===== config.mk =====
export PLATFORM = sky130hd
export DESIGN_NAME = gbfs_front
export DESIGN_NICKNAME = d
export VERILOG_FILES = /design/src/rtl/gbfs_pkg.sv /design/src/rtl/gbfs_front.sv
export SDC_FILE = /design/constraint.sdc
export NUM_CORES = 1
export LEC_CHECK = 0
export ABC_AREA = 1
export BUFFER_PORTS_ARGS = -buffer_cell sky130_fd_sc_hd__buf_4
export CAP_MARGIN = 10
export CORE_MARGIN = 8
export CORE_UTILIZATION = 25
export DETAILED_ROUTE_END_ITERATION = 8
export PLACE_DENSITY_LB_ADDON = 0.25
export SLEW_MARGIN = 30
export SYNTH_ARGS = -nofsm -noshare
export SYNTH_HDL_FRONTEND = slang
export SYNTH_SLANG_ARGS = --single-unit
export TNS_END_PERCENT = 20

===== constraint.sdc =====
create_clock -name clk_i -period 4.3 [get_ports clk_i]
set_input_delay 0 -clock clk_i [delete_from_list [all_inputs] [get_ports clk_i]]
set_output_delay 0 -clock clk_i [all_outputs]
set_load 0.01 [all_outputs]

===== src/rtl/gbfs_pkg.sv =====
package gbfs_pkg;

  // Queue between the classifier and the checksum stage
  localparam int unsigned QDepth = 4;
  localparam int unsigned QPtrW  = $clog2(QDepth);
  localparam int unsigned QCntW  = $clog2(QDepth + 1);

  localparam int unsigned PosW = 9;

  // Framing constants
  localparam logic [7:0]      StartByte = 8'h01;
  localparam logic [8:0]      IdSum     = 9'd255;
  localparam logic [PosW-1:0] LenOffset = 9'd6;
  // Start byte plus id plus complement always sums to 0x100
  localparam logic [15:0]     SyncSum   = 16'h0100;

  // Length rules per message id
  localparam logic [7:0]      IdA   = 8'd20;
  localparam logic [7:0]      IdB   = 8'd21;
  localparam logic [7:0]      IdC   = 8'd22;
  localparam logic [7:0]      IdObs = 8'd23;
  localparam logic [PosW-1:0] LenA  = 9'd77;
  localparam logic [PosW-1:0] LenB  = 9'd85;
  localparam logic [PosW-1:0] LenC  = 9'd79;
  localparam logic [11:0]     ObsBase = 12'd17;
  localparam logic [11:0]     ObsStep = 12'd11;

  typedef enum logic [1:0] {
    VERDICT_NONE     = 2'd0,
    VERDICT_GOOD     = 2'd1,
    VERDICT_CSUM_ERR = 2'd2,
    VERDICT_LEN_ERR  = 2'd3
  } verdict_e;

  // One classified byte on its way to the checksum stage
  typedef struct packed {
    logic [7:0]      data;
    logic [PosW-1:0] pos;
    logic            in_frame;
    logic            done;
    logic            sync;
    logic            sum_en;
    logic            low_cap;
    logic            len_ok;
    logic [7:0]      msg_id;
  } gbfs_item_t;

endpackage


===== src/rtl/gbfs_front.sv =====
module gbfs_front (
  input  logic                clk_i,
  input  logic                rst_ni,
  input  logic                in_valid_i,
  input  logic [7:0]          rx_byte_i,
  input  logic                q_full_i,
  output logic                in_stall_o,
  output logic                push_o,
  output gbfs_pkg::gbfs_item_t item_o
);
  import gbfs_pkg::*;

  // Middle and newest bytes of the header window; the oldest byte is only
  // ever needed after a shift, when it is the old middle byte
  logic [7:0]      hw_mid_q, hw_mid_d;
  logic [7:0]      hw_new_q, hw_new_d;
  logic [PosW-1:0] cnt_q, cnt_d;
  logic [PosW-1:0] len_q, len_d;
  logic [7:0]      obs_q, obs_d;

  logic            accept;
  logic            hunting;
  logic            sync;
  logic [PosW-1:0] len_eff;
  logic [7:0]      obs_eff;
  logic [PosW-1:0] cnt_inc;
  logic [PosW:0]   pos_p2;
  logic [11:0]     obs_need;
  logic            len_ok;
  logic            done;

  assign accept     = in_valid_i && !q_full_i;
  assign in_stall_o = q_full_i;
  assign push_o     = accept;

  // Classify the incoming byte
  always_comb begin
    hunting  = (cnt_q == '0);
    sync     = hunting && (hw_mid_q == StartByte) &&
               (({1'b0, hw_new_q} + {1'b0, rx_byte_i}) == IdSum);
    len_eff  = (cnt_q == PosW'(3)) ? ({1'b0, rx_byte_i} + LenOffset) : len_q;
    obs_eff  = (cnt_q == PosW'(6)) ? rx_byte_i : obs_q;
    cnt_inc  = cnt_q + PosW'(1);
    pos_p2   = {1'b0, cnt_q} + (PosW+1)'(2);
    obs_need = ObsBase + 12'(obs_eff) * ObsStep;
    done     = !hunting && (cnt_inc == len_eff);

    case (hw_mid_q)
      IdA:     len_ok = (len_eff == LenA);
      IdB:     len_ok = (len_eff == LenB);
      IdC:     len_ok = (len_eff == LenC);
      IdObs:   len_ok = (obs_need == 12'(len_eff));
      default: len_ok = 1'b1;
    endcase

    item_o.data     = rx_byte_i;
    item_o.pos      = hunting ? (sync ? PosW'(2) : '0) : cnt_q;
    item_o.in_frame = hunting ? sync : 1'b1;
    item_o.done     = done;
    item_o.sync     = sync;
    item_o.sum_en   = !hunting && (pos_p2 < {1'b0, len_eff});
    item_o.low_cap  = !hunting && (pos_p2 == {1'b0, len_eff});
    item_o.len_ok   = len_ok;
    item_o.msg_id   = hunting ? hw_new_q : hw_mid_q;
  end

  // Advance the window or the frame counter
  always_comb begin
    hw_mid_d = hw_mid_q;
    hw_new_d = hw_new_q;
    cnt_d    = cnt_q;
    len_d    = len_q;
    obs_d    = obs_q;
    if (accept) begin
      if (hunting) begin
        hw_mid_d = hw_new_q;
        hw_new_d = rx_byte_i;
        cnt_d    = sync ? PosW'(3) : '0;
      end else begin
        cnt_d = done ? '0 : cnt_inc;
        if (cnt_q == PosW'(3)) len_d = len_eff;
        if (cnt_q == PosW'(6)) obs_d = rx_byte_i;
      end
    end
  end

  always_ff @(posedge clk_i or negedge rst_ni) begin
    if (!rst_ni) begin
      hw_mid_q <= '0;
      hw_new_q <= '0;
      cnt_q    <= '0;
      len_q    <= '0;
      obs_q    <= '0;
    end else begin
      hw_mid_q <= hw_mid_d;
      hw_new_q <= hw_new_d;
      cnt_q    <= cnt_d;
      len_q    <= len_d;
      obs_q    <= obs_d;
    end
  end

endmodule


==> metrics.md <==
| Metric | Value |
|---|---|
| WL final | `between 10 and 15 mm` |
| Via count of the first global-routing pass | `4210` |
| Setup TNS | `0 ps` |
| Instance count after placement with tap cells included | `909` |
| Ratio of cells with drive above 1 in the final layout | `0.212` |
| Longest Clk Path Bufs | `2` |
| Critical path type | `flop to output pin` |
| Synthesis warning total | `0` |
| Slew at the pin with the worst max-slew slack | `between 700 and 800 ps` |
| Mapped Nets | `~710` |
| Clock transition at the registers of the reported paths | `~70 ps` |
| Setup clock skew after layout | `~6.5 ps` |
| Power density normalized to cell area | `around 850 mW/mm^2` |
| Detailed placement HPWL | `around 11 mm` |
| Critical Path RT | `between 4000 and 5000 ps` |
| Number of detailed-routing iterations run before antenna repair | `5` |
| Peak supply drop | `324 uV` |
| Syn-to-layout area delta | `23.9%` |
| Fin. Hold Viols | `0` |
| Maximum fanout along the worst path | `7` |
| Average wire per cell in the routed design | `around 14 um` |
| Largest net degree at the start of global routing | `between 40 and 50` |
| Iteration-0 DRC Markers | `roughly 230` |
| Run status | `completed` |
| Share of synthesized area occupied by flip-flops and latches | `0.241` |
| Port bufs | `44` |
| Via density per instance | `around 4.5` |
| Worst path max stage delay | `between 400 and 500 ps` |
| H-Tree Depth | `2` |
| Leakage | `2.76 nW` |
| Die Y-Extent | `about 150 um` |
| Final clock period utilization by the worst path | `0.972` |
| Fillers | `between 1500 and 2000` |
| Remaining global-route overflow | `0` |
| Global-route usage over all layers | `0.123` |
| Final RePlAce weighted congestion | `around 0.84` |
| Number of standard cells in the final layout excluding fillers | `924` |
| Min-delay worst type | `input port to flop` |
| Max Transition Viols Final | `0` |
| Die Width | `between 100 and 150 um` |
| Crit start category | `flop` |
| Count of mapped cells out of synthesis | `approximately 650` |
| Netlist cell types | `37` |
| Area of the multi-input gates | `0.00295 mm^2` |
| Unrepaired setup endpoints after global routing | `yes` |
| Clock period minus final worst setup slack | `about 4200 ps` |
| Netlist area before placement | `0.00437 mm^2` |
| Effective utilization at floorplan | `0.254` |
| Number of buffers inserted during clock tree synthesis | `5` |
| Wire length of the first global-routing pass | `21.7 mm` |
| Total number of vias | `4166` |
| Seq cells post-synth | `42` |
| Antenna violations before repair | `0` |
| Number of diodes | `0` |
| CTS tree | `yes` |
| Headroom to the max-slew limit | `0.530` |
| Core ar. | `around 0.017 mm^2` |
| CP max stage cell | `sky130_fd_sc_hd__fa_1` |
| Peak Freq | `between 200 and 250 MHz` |
| Final-layout worst hold slack | `~23 ps` |
| Post-route ant nets | `0` |
| Number of top-level design ports | `45` |
| Arrival time reported for the critical path endpoint | `between 4000 and 5000 ps` |
| Total DRC errors in the routed layout | `0` |
| Final setup margin | `approximately 120 ps` |
| Worst-Skew Late Latency | `290 ps` |
| Total setup violations reported at the end of the flow | `0` |
| CTS root buf | `sky130_fd_sc_hd__clkbuf_16` |
| Number of rows in the core area | `between 40 and 50` |
| Die outline area | `0.0220 mm^2` |
| Maxcap violations | `0` |
| Total number of clock tree sinks | `42` |
| Area of all sequential standard cells | `between 0.001 and 0.0015 mm^2` |
| Post-layout net count | `between 700 and 800` |
| Element type at the critical path end | `output pin` |
| Syn avg cell area | `6.76 um^2` |
| DP Worst Slack | `~75 ps` |
==> power by group <==
part           total (W)  leakage, nW  switching (W)  internal [W]
logic            0.00351         2.12        0.00204       0.00147
registers       0.000671        0.559       0.000118      0.000553
clock network   0.000444       0.0771       0.000170      0.000275
total            0.00462         2.76        0.00232       0.00230
==> per-layer routing <==
layer / routed length [um] / up-vias / track usage / share of wire
met3: 446 / 7 / 0.0176 / 0.034
met1: 6690 / 1934 / 0.168 / 0.51
met4: 127 / 0 / 0.0275 / 0.0096
li1: - / 2159 / - / -
met5: 0 / - / 0 / 0
met2: 5960 / 66 / 0.201 / 0.45
==> final cells by class <==
cell class              count  share of cell area
multi-input cells         473               0.544
inverters                  99              0.0703
flip-flops and latches     42               0.194
well taps                 225              0.0520
clock inverters             2             0.00693
repair buffers             77               0.109
clock buffers               6              0.0238
==> kinds of logic (layout without fill, tap and decap cells) <==
group / after synthesis / in the layout / share of synthesized area
AND/OR/NAND/NOR: 313 / 313 / 0.317
XOR/XNOR: 24 / 24 / 0.0481
AO/OA/AOI/OAI: 82 / 82 / 0.0994
buffers and inverters: 131 / 184 / 0.130
multiplexers: 1 / 1 / 0.00258
adder cells (fa/ha/maj): 53 / 53 / 0.162
flip-flops: 42 / 42 / 0.241
==> cell usage in the layout, fill, tap and decap left out, drive strengths merged, types with 2 or more instances in the layout <==
master  instances
a21oi          15
a31oi           4
buf            76
clkbuf          6
clkinv          2
dfrtp          42
fa              6
ha             47
inv            97
nand2         173
nand3          57
nand3b          2
nand4          11
nor2           57
nor3            7
nor4            4
o21ai          59
o21bai          2
or2             2
xnor2           8
xor2           16
==> state kept, by name, summed over array words and instances, names as in the netlist <==
name,count
len_q,9
obs_q,8
hw_new_q,8
hw_mid_q,8
cnt_q,9
==> per-stage QoR <==
step | power [W] | util | instance area, um^2
4_1_cts | 0.00428 | 0.304 | 5220
6_report | 0.00462 | 0.315 | 5410
3_3_place_gp | 0.00373 | 0.290 | 4980
2_1_floorplan | 0.00273 | - | 4370
5_1_grt | 0.00514 | 0.315 | 5410
3_5_place_dp | 0.00372 | 0.290 | 4980
==> path summary, 6_finish.rpt <==
kind                                 startpoint              endpoint  slack (ps)  cells after the start
max                        cnt_q[0]$_DFFE_PN0P_             item_o[8]         120                     29
min                                rx_byte_i[1]  len_q[1]$_DFFE_PN0P_          20                      2
max reg2reg                cnt_q[1]$_DFFE_PN0P_  cnt_q[2]$_DFFE_PN0P_        1570                     11
min reg2reg                obs_q[4]$_DFFE_PN0P_  obs_q[4]$_DFFE_PN0P_         480                      2
max in group asynchronous                rst_ni  obs_q[2]$_DFFE_PN0P_        3640                      2
min in group asynchronous                rst_ni  cnt_q[4]$_DFFE_PN0P_         260                      2
==> critical path, delay by kind of cell, from the launching register on <==
kind	cells	cell delay, ps
AOI/OAI and AO/OA	2	300
DFF	1	390
adders and majority gates	5	1370
and+or+nand+nor	16	1380
buffers and inverters	6	450
==> cell usage after synthesis <==
cell type / n / share of area
sky130_fd_sc_hd__o21ai_0: 50 / 0.057
sky130_fd_sc_hd__nor3_1: 5 / 0.0057
sky130_fd_sc_hd__nor3_2: 2 / 0.0046
sky130_fd_sc_hd__o21bai_1: 2 / 0.0034
sky130_fd_sc_hd__nand3b_1: 1 / 0.0017
sky130_fd_sc_hd__clkinv_2: 1 / 0.0011
sky130_fd_sc_hd__nand2_2: 8 / 0.011
sky130_fd_sc_hd__nor4_1: 4 / 0.0057
sky130_fd_sc_hd__xor2_1: 16 / 0.032
sky130_fd_sc_hd__nand3_4: 1 / 0.0040
sky130_fd_sc_hd__dfrtp_1: 42 / 0.24
sky130_fd_sc_hd__mux2_2: 1 / 0.0026
sky130_fd_sc_hd__nor2_4: 1 / 0.0026
sky130_fd_sc_hd__o311ai_0: 1 / 0.0020
sky130_fd_sc_hd__a21oi_1: 14 / 0.016
sky130_fd_sc_hd__a21oi_2: 1 / 0.0020
sky130_fd_sc_hd__ha_1: 47 / 0.13
sky130_fd_sc_hd__clkinv_1: 2 / 0.0017
sky130_fd_sc_hd__nand4_1: 11 / 0.016
sky130_fd_sc_hd__a31oi_1: 4 / 0.0057
sky130_fd_sc_hd__fa_1: 6 / 0.028
sky130_fd_sc_hd__buf_6: 4 / 0.010
sky130_fd_sc_hd__nor2_2: 4 / 0.0057
sky130_fd_sc_hd__o21ai_1: 8 / 0.0092
sky130_fd_sc_hd__inv_2: 6 / 0.0052
sky130_fd_sc_hd__buf_4: 12 / 0.021
sky130_fd_sc_hd__nand2_4: 1 / 0.0026
sky130_fd_sc_hd__or2_2: 2 / 0.0029
sky130_fd_sc_hd__nand3b_4: 1 / 0.0046
sky130_fd_sc_hd__clkbuf_1: 16 / 0.014
sky130_fd_sc_hd__nand2_1: 164 / 0.14
sky130_fd_sc_hd__o21ai_2: 1 / 0.0020
sky130_fd_sc_hd__inv_1: 90 / 0.077
sky130_fd_sc_hd__nor2_1: 52 / 0.045
sky130_fd_sc_hd__a21o_1: 1 / 0.0017
sky130_fd_sc_hd__xnor2_1: 8 / 0.016
sky130_fd_sc_hd__nand3_1: 56 / 0.064
==> what timing repair did <==
action,4_1_cts,5_1_grt
hold buffers,1,0
endpoints found under the hold margin,42,0
setup endpoints to repair,1,1
resized for setup,11,32
buffers inserted,1,5
pin swaps,1,22
Note: power is estimated with default switching activity, not from simulation.
